<file path="src/sv/tbwe_pkg.sv">
// Package of the tape bit waveform encoder: constants, command and status types,
// waveform table and digit helpers. Depends on nothing.
package tbwe_pkg;

  localparam int WAVE_TABLE_LEN   = 13;
  localparam int ONE_FULL_CYCLES  = 4;
  localparam int ONE_TAIL         = 6;
  localparam int ZERO_FULL_CYCLES = 2;
  localparam int ONE_WAVE_LEN     = ONE_FULL_CYCLES * WAVE_TABLE_LEN + ONE_TAIL;
  localparam int ZERO_WAVE_LEN    = ZERO_FULL_CYCLES * WAVE_TABLE_LEN;
  localparam int CNT_W            = $clog2(ONE_WAVE_LEN);
  localparam int PH_W             = $clog2(WAVE_TABLE_LEN);

  localparam int SAMPLE_W = 8;
  localparam int REP_W    = 8;
  localparam int LEAD_W   = 8;
  localparam int RATE_W   = 7;
  localparam int ACC_W    = 9;
  localparam int SUM_W    = ACC_W + 1;
  localparam int HUND_W   = 3;
  localparam int ADDR_W   = 4;
  localparam int DATA_W   = 32;

  localparam logic [SAMPLE_W-1:0] SILENCE = 8'h80;

  localparam logic [LEAD_W-1:0] LEAD_RESET = 8'd29;
  localparam logic [RATE_W-1:0] RATE_RESET = 7'd76;

  // Register indexes on the configuration port
  typedef enum logic [1:0] {
    REG_LEAD_ONE  = 2'd0,
    REG_LEAD_ZERO = 2'd1,
    REG_RATE_ONE  = 2'd2,
    REG_RATE_ZERO = 2'd3
  } reg_idx_t;

  typedef enum logic [1:0] {
    ST_IDLE,
    ST_LEAD,
    ST_WAVE,
    ST_EXTRA
  } state_t;

  // Controller to datapath
  typedef struct packed {
    logic start;
    logic emit_lead;
    logic emit_wave;
    logic emit_extra;
  } cmd_t;

  // Datapath to controller
  typedef struct packed {
    logic out_free;
    logic lead_zero;
    logic wave_final;
    logic extra;
  } status_t;

  function automatic logic [SAMPLE_W-1:0] wave_sample(input logic [PH_W-1:0] idx);
    logic [SAMPLE_W-1:0] s;
    unique case (idx)
      4'd0:    s = 8'd128;
      4'd1:    s = 8'd212;
      4'd2:    s = 8'd224;
      4'd3:    s = 8'd153;
      4'd4:    s = 8'd60;
      4'd5:    s = 8'd26;
      4'd6:    s = 8'd81;
      4'd7:    s = 8'd175;
      4'd8:    s = 8'd230;
      4'd9:    s = 8'd196;
      4'd10:   s = 8'd103;
      4'd11:   s = 8'd32;
      4'd12:   s = 8'd44;
      default: s = SILENCE;
    endcase
    return s;
  endfunction

  // Hundreds digit of a value below 700
  function automatic logic [HUND_W-1:0] hundreds(input logic [SUM_W-1:0] v);
    logic [HUND_W-1:0] h;
    priority if (v >= 10'd600) h = 3'd6;
    else if (v >= 10'd500)     h = 3'd5;
    else if (v >= 10'd400)     h = 3'd4;
    else if (v >= 10'd300)     h = 3'd3;
    else if (v >= 10'd200)     h = 3'd2;
    else if (v >= 10'd100)     h = 3'd1;
    else                       h = 3'd0;
    return h;
  endfunction

  function automatic logic [SUM_W-1:0] times100(input logic [HUND_W-1:0] h);
    logic [SUM_W-1:0] r;
    unique case (h)
      3'd0:    r = 10'd0;
      3'd1:    r = 10'd100;
      3'd2:    r = 10'd200;
      3'd3:    r = 10'd300;
      3'd4:    r = 10'd400;
      3'd5:    r = 10'd500;
      3'd6:    r = 10'd600;
      default: r = 10'd700;
    endcase
    return r;
  endfunction

endpackage

</file>
<file path="src/sv/tape_bit_waveform_encoder_core.sv">
// Tape bit waveform encoder. Each accepted data bit yields an optional silence
// run (sample 128 with a repeat count), then 58 waveform samples for a one or 26
// for a zero, then an optional extra silence sample from that bit's fractional
// accumulator; last marks the final item of the bit. A bit passes through an accept
// step, a lead step, one step per waveform sample and an optional extra step. The
// output register emits one item per cycle while the output side does not stall,
// and the controller handles one bit at a time. Configuration registers sit on an
// APB port at byte addresses 0, 4, 8, 12.
// Depends on tbwe_pkg, tbwe_ctrl and tbwe_dp.
module tape_bit_waveform_encoder_core (
  input  logic                          clk,
  input  logic                          rst_n,
  input  logic                          in_valid,
  output logic                          in_ready,
  input  logic                          in_data_bit,
  output logic                          out_valid,
  input  logic                          out_ready,
  output logic [tbwe_pkg::SAMPLE_W-1:0] out_sample,
  output logic [tbwe_pkg::REP_W-1:0]    out_repeat_count,
  output logic                          out_last,
  input  logic                          psel,
  input  logic                          penable,
  input  logic                          pwrite,
  input  logic [tbwe_pkg::ADDR_W-1:0]   paddr,
  input  logic [tbwe_pkg::DATA_W-1:0]   pwdata,
  output logic [tbwe_pkg::DATA_W-1:0]   prdata,
  output logic                          pready
);

  tbwe_pkg::cmd_t    cmd;
  tbwe_pkg::status_t sts;

  assign pready = 1'b1;

  // Sequence the items of each bit
  tbwe_ctrl u_ctrl (
    .clk      (clk),
    .rst_n    (rst_n),
    .in_valid (in_valid),
    .in_ready (in_ready),
    .sts      (sts),
    .cmd      (cmd)
  );

  // Hold registers, accumulators and the output item
  tbwe_dp u_dp (
    .clk              (clk),
    .rst_n            (rst_n),
    .in_data_bit      (in_data_bit),
    .cmd              (cmd),
    .sts              (sts),
    .psel             (psel),
    .penable          (penable),
    .pwrite           (pwrite),
    .paddr            (paddr),
    .pwdata           (pwdata),
    .prdata           (prdata),
    .out_valid        (out_valid),
    .out_ready        (out_ready),
    .out_sample       (out_sample),
    .out_repeat_count (out_repeat_count),
    .out_last         (out_last)
  );

endmodule

</file>
<file path="src/sv/tbwe_ctrl.sv">
// Controller of the tape bit waveform encoder: sequences lead, wave and extra items.
// Depends on tbwe_pkg.
module tbwe_ctrl (
  input  logic             clk,
  input  logic             rst_n,
  input  logic             in_valid,
  output logic             in_ready,
  input  tbwe_pkg::status_t sts,
  output tbwe_pkg::cmd_t    cmd
);

  tbwe_pkg::state_t state_r, state_nxt;

  // State register
  always_ff @(posedge clk) begin
    if (!rst_n) begin
      state_r <= tbwe_pkg::ST_IDLE;
    end else begin
      state_r <= state_nxt;
    end
  end

  // Next state and commands
  always_comb begin
    state_nxt = state_r;
    cmd       = '0;
    in_ready  = 1'b0;
    unique case (state_r)
      tbwe_pkg::ST_IDLE: begin
        in_ready = 1'b1;
        if (in_valid) begin
          cmd.start = 1'b1;
          state_nxt = tbwe_pkg::ST_LEAD;
        end
      end
      tbwe_pkg::ST_LEAD: begin
        // Skip the silence run when the lead count is zero
        if (sts.lead_zero) begin
          state_nxt = tbwe_pkg::ST_WAVE;
        end else if (sts.out_free) begin
          cmd.emit_lead = 1'b1;
          state_nxt     = tbwe_pkg::ST_WAVE;
        end
      end
      tbwe_pkg::ST_WAVE: begin
        if (sts.out_free) begin
          cmd.emit_wave = 1'b1;
          if (sts.wave_final) begin
            state_nxt = sts.extra ? tbwe_pkg::ST_EXTRA : tbwe_pkg::ST_IDLE;
          end
        end
      end
      tbwe_pkg::ST_EXTRA: begin
        if (sts.out_free) begin
          cmd.emit_extra = 1'b1;
          state_nxt      = tbwe_pkg::ST_IDLE;
        end
      end
      default: state_nxt = tbwe_pkg::ST_IDLE;
    endcase
  end

endmodule

</file>
<file path="src/sv/tbwe_dp.sv">
// Datapath of the tape bit waveform encoder: registers, accumulators, wave counter
// and output register. Depends on tbwe_pkg.
module tbwe_dp (
  input  logic                                clk,
  input  logic                                rst_n,
  input  logic                                in_data_bit,
  input  tbwe_pkg::cmd_t                      cmd,
  output tbwe_pkg::status_t                   sts,
  input  logic                                psel,
  input  logic                                penable,
  input  logic                                pwrite,
  input  logic [tbwe_pkg::ADDR_W-1:0]         paddr,
  input  logic [tbwe_pkg::DATA_W-1:0]         pwdata,
  output logic [tbwe_pkg::DATA_W-1:0]         prdata,
  output logic                                out_valid,
  input  logic                                out_ready,
  output logic [tbwe_pkg::SAMPLE_W-1:0]       out_sample,
  output logic [tbwe_pkg::REP_W-1:0]          out_repeat_count,
  output logic                                out_last
);

  logic [tbwe_pkg::LEAD_W-1:0] lead_one_r, lead_zero_r;
  logic [tbwe_pkg::RATE_W-1:0] rate_one_r, rate_zero_r;
  logic [tbwe_pkg::ACC_W-1:0]  acc_one_r, acc_zero_r;
  logic                        bit_r, extra_r;
  logic [tbwe_pkg::LEAD_W-1:0] lead_r;
  logic [tbwe_pkg::CNT_W-1:0]  cnt_r;
  logic [tbwe_pkg::PH_W-1:0]   ph_r;
  logic                        out_valid_r;
  logic [tbwe_pkg::SAMPLE_W-1:0] sample_r;
  logic [tbwe_pkg::REP_W-1:0]  rep_r;
  logic                        last_r;

  logic                        wr_en;
  tbwe_pkg::reg_idx_t          reg_idx;
  logic [tbwe_pkg::RATE_W-1:0] rate;
  logic [tbwe_pkg::ACC_W-1:0]  acc;
  logic [tbwe_pkg::SUM_W-1:0]  sum;
  logic [tbwe_pkg::HUND_W-1:0] old_h, new_h;
  logic                        extra_nxt;
  logic [tbwe_pkg::ACC_W-1:0]  acc_nxt;
  logic                        wave_final;

  assign wr_en   = psel && penable && pwrite;
  assign reg_idx = tbwe_pkg::reg_idx_t'(paddr[3:2]);

  // Write configuration registers
  always_ff @(posedge clk) begin
    if (!rst_n) begin
      lead_one_r  <= tbwe_pkg::LEAD_RESET;
      lead_zero_r <= tbwe_pkg::LEAD_RESET;
      rate_one_r  <= tbwe_pkg::RATE_RESET;
      rate_zero_r <= tbwe_pkg::RATE_RESET;
    end else if (wr_en) begin
      unique case (reg_idx)
        tbwe_pkg::REG_LEAD_ONE:  lead_one_r  <= pwdata[tbwe_pkg::LEAD_W-1:0];
        tbwe_pkg::REG_LEAD_ZERO: lead_zero_r <= pwdata[tbwe_pkg::LEAD_W-1:0];
        tbwe_pkg::REG_RATE_ONE:  rate_one_r  <= pwdata[tbwe_pkg::RATE_W-1:0];
        tbwe_pkg::REG_RATE_ZERO: rate_zero_r <= pwdata[tbwe_pkg::RATE_W-1:0];
        default: ;
      endcase
    end
  end

  // Read back configuration registers
  always_comb begin
    unique case (reg_idx)
      tbwe_pkg::REG_LEAD_ONE:  prdata = tbwe_pkg::DATA_W'(lead_one_r);
      tbwe_pkg::REG_LEAD_ZERO: prdata = tbwe_pkg::DATA_W'(lead_zero_r);
      tbwe_pkg::REG_RATE_ONE:  prdata = tbwe_pkg::DATA_W'(rate_one_r);
      tbwe_pkg::REG_RATE_ZERO: prdata = tbwe_pkg::DATA_W'(rate_zero_r);
      default:                 prdata = '0;
    endcase
  end

  // Advance the accumulator of the incoming bit value
  always_comb begin
    rate      = in_data_bit ? rate_one_r : rate_zero_r;
    acc       = in_data_bit ? acc_one_r : acc_zero_r;
    sum       = tbwe_pkg::SUM_W'(acc) + tbwe_pkg::SUM_W'(rate);
    old_h     = tbwe_pkg::hundreds(tbwe_pkg::SUM_W'(acc));
    new_h     = tbwe_pkg::hundreds(sum);
    extra_nxt = 1'b0;
    acc_nxt   = acc;
    if (rate != '0) begin
      if (new_h > old_h) begin
        extra_nxt = 1'b1;
        acc_nxt   = tbwe_pkg::ACC_W'(sum - tbwe_pkg::times100(old_h));
      end else begin
        acc_nxt   = sum[tbwe_pkg::ACC_W-1:0];
      end
    end
  end

  always_ff @(posedge clk) begin
    if (!rst_n) begin
      acc_one_r  <= '0;
      acc_zero_r <= '0;
    end else if (cmd.start) begin
      if (in_data_bit) begin
        acc_one_r  <= acc_nxt;
      end else begin
        acc_zero_r <= acc_nxt;
      end
    end
  end

  // Latch the item and step the wave counter
  always_ff @(posedge clk) begin
    if (cmd.start) begin
      bit_r   <= in_data_bit;
      extra_r <= extra_nxt;
      lead_r  <= in_data_bit ? lead_one_r : lead_zero_r;
      cnt_r   <= '0;
      ph_r    <= '0;
    end else if (cmd.emit_wave) begin
      cnt_r <= cnt_r + 1'b1;
      ph_r  <= (ph_r == tbwe_pkg::PH_W'(tbwe_pkg::WAVE_TABLE_LEN - 1)) ? '0 : ph_r + 1'b1;
    end
  end

  assign wave_final = bit_r ? (cnt_r == tbwe_pkg::CNT_W'(tbwe_pkg::ONE_WAVE_LEN - 1))
                            : (cnt_r == tbwe_pkg::CNT_W'(tbwe_pkg::ZERO_WAVE_LEN - 1));

  // Output register
  always_ff @(posedge clk) begin
    if (!rst_n) begin
      out_valid_r <= 1'b0;
    end else if (cmd.emit_lead || cmd.emit_wave || cmd.emit_extra) begin
      out_valid_r <= 1'b1;
    end else if (out_ready) begin
      out_valid_r <= 1'b0;
    end
  end

  always_ff @(posedge clk) begin
    priority if (cmd.emit_lead) begin
      sample_r <= tbwe_pkg::SILENCE;
      rep_r    <= lead_r;
      last_r   <= 1'b0;
    end else if (cmd.emit_wave) begin
      sample_r <= tbwe_pkg::wave_sample(ph_r);
      rep_r    <= tbwe_pkg::REP_W'(1);
      last_r   <= wave_final && !extra_r;
    end else if (cmd.emit_extra) begin
      sample_r <= tbwe_pkg::SILENCE;
      rep_r    <= tbwe_pkg::REP_W'(1);
      last_r   <= 1'b1;
    end
  end

  assign sts.out_free   = !out_valid_r || out_ready;
  assign sts.lead_zero  = (lead_r == '0);
  assign sts.wave_final = wave_final;
  assign sts.extra      = extra_r;

  assign out_valid        = out_valid_r;
  assign out_sample       = sample_r;
  assign out_repeat_count = rep_r;
  assign out_last         = last_r;

endmodule

</file>
<file path="config.mk">
export PLATFORM = sky130hd
export DESIGN_NAME = tape_bit_waveform_encoder_core
export DESIGN_NICKNAME = d
export VERILOG_FILES = /design/src/sv/tbwe_pkg.sv /design/src/sv/tape_bit_waveform_encoder_core.sv /design/src/sv/tbwe_ctrl.sv /design/src/sv/tbwe_dp.sv
export SDC_FILE = /design/constraint.sdc
export NUM_CORES = 1
export LEC_CHECK = 0
export ABC_AREA = 1
export CAP_MARGIN = 10
export CORE_MARGIN = 1.5
export CORE_UTILIZATION = 55
export CTS_BUF_LIST = sky130_fd_sc_hd__clkbuf_2 sky130_fd_sc_hd__clkbuf_4 sky130_fd_sc_hd__clkbuf_8
export CTS_CLUSTER_DIAMETER = 30
export DETAILED_ROUTE_END_ITERATION = 7
export DONT_BUFFER_PORTS = 1
export PLACE_DENSITY = 0.82
export RECOVER_POWER = 50
export SLEW_MARGIN = 20
export SYNTH_ARGS = -nofsm -noshare
export SYNTH_HDL_FRONTEND = slang
export SYNTH_SLANG_ARGS = --single-unit
</file>
<file path="constraint.sdc">
create_clock -name clk -period 8.2 [get_ports clk]
set_clock_uncertainty 0.05 [all_clocks]
set_input_delay 0.41 -clock clk [delete_from_list [all_inputs] [get_ports clk]]
set_output_delay 0.41 -clock clk [all_outputs]
set_load 0.01 [all_outputs]
</file>
==> impl_results.md <==
- Non-Filler Instances: ~900
- Area occupied by multi-input gates: 2900 sq um
- Clock Tree Root: clkbuf_8
- Pint: roughly 0.98 mW
- Die width: about 100 microns
- Slew @ Worst Pin: 1.09 ns
- DRT Pass-1 Iters: 8
- Reg-to-reg endpoint: u_dp.acc_one_r[3]
- Synth Area in XOR/XNOR: roughly 1.7%
- Max clock buf depth: 2
- H-Tree Depth: 3
- Clock-pin slew on the worst setup and hold paths: 0.11 ns
- Setup TNS: 0 ns
- Fin crit share: 60.7%
- Mapped Avg Cell Area: ~7.3 sq um
- Largest cells by area after synthesis: dfxtp_1, nand2_1, edfxtp_1, inv_1, ha_1
- Post-Syn Instances: about 800
- Critical setup path kind: flop to flop
- Sequential share of power: 36.9%
- Hold Fails Final Rpt: 0
- Final Worst Setup Slack: 3.22 ns
- Initial antenna violation count: 0
- Critical Path RT: roughly 8.5 ns
- Setup bufs post-CTS: 0
- PD cells: just over 300 nW/um^2
- Tightest Hold Check Type: input pin to flop
- Area Growth Syn to Fin: 3.19%
- I/O Pins: between 90 and 100
- Max-Cap Viols: 0
- First-pass GRT wire length: slightly above 20000 microns
- Simple-Gate Fraction of Synth Area: about a quarter
- GPL Wtd Cong: 0.899
- Cells after DPL: approximately 900
- GRT overflow: 0
- TritonCTS clock tree: yes
- Largest net degree at the start of global routing: 42
- Ant diodes: 0
- Reg2reg setup slack: 3.22 ns
- Fraction of layout cells with a size suffix above 1: ~7.1%
- Die height: between 100 and 150 microns
- Hold path depth: 1
- Mux cell area share after synthesis: less than 1%
- Switching share of power: between 40 and 50%
- CP arrival: roughly 5.2 ns
- DP HPWL: 9130 microns
- Sink Count: 96
- Routed WL: roughly 12000 microns
- Netlist cell types: 47
- Status: completed
- IO Port Bufs: 0
- Initial Utilization: between 50% and 60%
- Total core area: 9860 sq um
- R2R cell count: 25
- Primary FF master, synth: dfxtp_1
- Antenna viol nets, final: 0
- Synth top area share: between 20 and 30%
- Setup slack at placement: approximately 3.2 ns
- Endpoint of the worst hold path: u_dp.lead_one_r[4]
- Worst setup EP type: flop
- WL/cell: ~13 microns
- Fill count: just under 900
- Headroom to the max-slew limit: 27.1%
- FP Rows: 36
- Final min period: approximately 5 ns
- Count of pins over their slew limit: 0
- Total CTS buffers: 9
- Compound-Gate Fraction of Synth Area: about 16%
- Fraction of registers with async set/reset: 0%
- CTS Hold Bufs: 0
- Final Setup Violations: 0
- Mapped cell area: about 5700 sq um
- Remaining DRCs: 0
- Adder-Cell Fraction of Synth Area: 7.35%
- Post-CTS resize count: 0
- Seq cells post-synth: 96
- P_sw: 0.784 mW
- Post-placement cell area: approximately 5600 sq um
- RSZ-0062 raised after global routing: false
- Clk pwr share: 17.1%
- Yosys warning total: 0
- Skew-Pair Late Insertion Delay: 0.37 ns
- Combinational Power Share: between 40% and 50%
- Origin of the worst min-delay path: rst_n
- Vias in the first global route: roughly 4500
- Die ar.: around 11000 sq um
- GRT Resource Usage Total: 22.3%
- Leakage Power: 2.83 nW
- CP Launch Type: flop
- Reg2reg start: u_dp.acc_zero_r[0]
- Layout Utilization: 59.2%
- Area leader, netlist: dfxtp_1
- CP Max Fanout: 6
- Routed vias: 4909
- Peak supply drop: approximately 150 uV
- Final nets: between 800 and 900
- CP Launch Point: u_dp.acc_zero_r[0]
- Via/cell ratio: 5.38
- Number of flops mapped to enable cells by yosys: 18
- Iteration-0 DRC count of the detailed router: roughly 410
- Largest family of logic cells by synthesized area: simple AND/OR/NAND/NOR gates
- Finished Cell Area: around 5800 sq um
- FMAX: about 200 MHz
- Storage cell area: 2100 sq um
- Register area share after synthesis: ~37%
-- critical path: stages (launching register included) --
cell and delay (ns):
dfxtp_1 0.32, inv_1 0.04, o21ai_0 0.28, ha_1 0.24, inv_1 0.06, fa_1 0.43
o21ai_1 0.30, a21oi_1 0.11, o21ai_1 0.16, xor2_1 0.53, nor2_1 0.12, a21oi_1 0.23
nand2_1 0.07, o21ai_0 0.08, nand3_1 0.08, nand2_1 0.07, nand2_1 0.06, ha_1 0.27
inv_1 0.03, o21ai_0 0.51, inv_1 0.18, nor2_1 0.21, inv_2 0.07, o221ai_1 0.25
o21ai_1 0.11, inv_1 0.06
-- cells in the mapped netlist (all sizes together), types with 5 or more instances --
master     n
nand2    191
inv      121
dfxtp     78
o21ai     77
nor2      69
a21oi     41
nand3     36
buf       30
ha        30
edfxtp    18
a22oi      8
clkbuf     8
nor3       7
o2111ai    7
or2        6
xor2       6
nor4       5
o211ai     5
o21bai     5
-- cells by family (layout without fill, tap and decap cells) --
family / count (synthesis) / count (layout)
simple gates: 320 / 320
fa+ha+maj: 32 / 32
compound gates: 156 / 156
xor+xnor: 10 / 10
flops: 96 / 96
mux: 1 / 1
other cells: 2 / 25
buf+inv: 162 / 140
-- power by group through the flow --
| stage | logic (mW) | registers (mW) | clock network (mW) |
|---|---|---|---|
| 2_1_floorplan | 0.654 | 0.648 | 0 |
| 4_1_cts | 0.804 | 0.650 | 0.308 |
| 6_report | 0.812 | 0.650 | 0.301 |
| 3_3_place_gp | 0.758 | 0.656 | 0 |
| 3_5_place_dp | 0.800 | 0.661 | 0 |
| 5_1_grt | 0.935 | 0.662 | 0.326 |
-- metal layers --
| metal | share of wire [%] | up-vias | wire [microns] | track usage (%) |
|---|---|---|---|---|
| met2 | 48 | 195 | 5750 | 38.1 |
| met4 | 1.2 | 0 | 140 | 6.94 |
| met3 | 7.9 | 12 | 941 | 4.39 |
| met5 | 0 | - | 0 | 0 |
| met1 | 43 | 2229 | 5130 | 28.3 |
| li1 | - | 2473 | - | - |
-- layout make-up --
class,count,area share [%]
tap,133,2.85
clock inverter,7,1.33
multi-input combinational,544,49.7
sequential,96,36.0
inverter,124,7.98
clock buffer,9,2.12
-- through the flow --
stage | hold slack (ns) | power (mW)
final | 0.0755 | 1.76
after global routing | 0.0586 | 1.92
after CTS | 0.0516 | 1.76
after detailed placement | 0.393 | 1.46
after global placement | 0.379 | 1.41
after floorplan | 0.375 | 1.30
-- sequential cells by signal, summed over array words and instances, names as in the netlist, 7 cells and up, named ones only --
signal / flops
u_dp.acc_one_r: 9
u_dp.acc_zero_r: 9
u_dp.lead_one_r: 8
u_dp.lead_r: 8
u_dp.lead_zero_r: 8
u_dp.out_repeat_count: 8
u_dp.out_sample: 8
u_dp.rate_one_r: 7
u_dp.rate_zero_r: 7
-- worst max-delay path by stage --
stage	end	slack (ns)	cells after the start
floorplan	u_dp.acc_zero_r[3]	3.80	27
global placement	u_dp.acc_one_r[7]	3.45	26
detailed placement	u_dp.acc_one_r[7]	3.18	26
CTS	u_dp.acc_one_r[3]	3.32	25
global route	u_dp.acc_one_r[4]	2.78	24
finish	u_dp.acc_one_r[3]	3.22	25
-- cells in the final DEF, fill, tap and decap left out, types with 3 or more instances in the layout --
master,count
nand4_1,4
a211oi_1,4
o221ai_1,3
o21ai_0,58
nand2_1,175
nor3_1,7
xor2_1,5
or2_2,4
nor4_1,4
nor2_1,65
dfxtp_1,78
o2111ai_1,7
nand2_4,3
inv_1,112
edfxtp_1,18
clkinv_1,3
clkbuf_8,9
ha_1,30
xnor2_1,4
nand3_1,36
a21oi_1,41
o21bai_1,5
clkinvlp_4,3
o211ai_1,4
o21ai_1,17
conb_1,25
nor2_2,3
nand2_2,13
a22oi_1,8
inv_2,9
(Power assumes the default switching activity.)
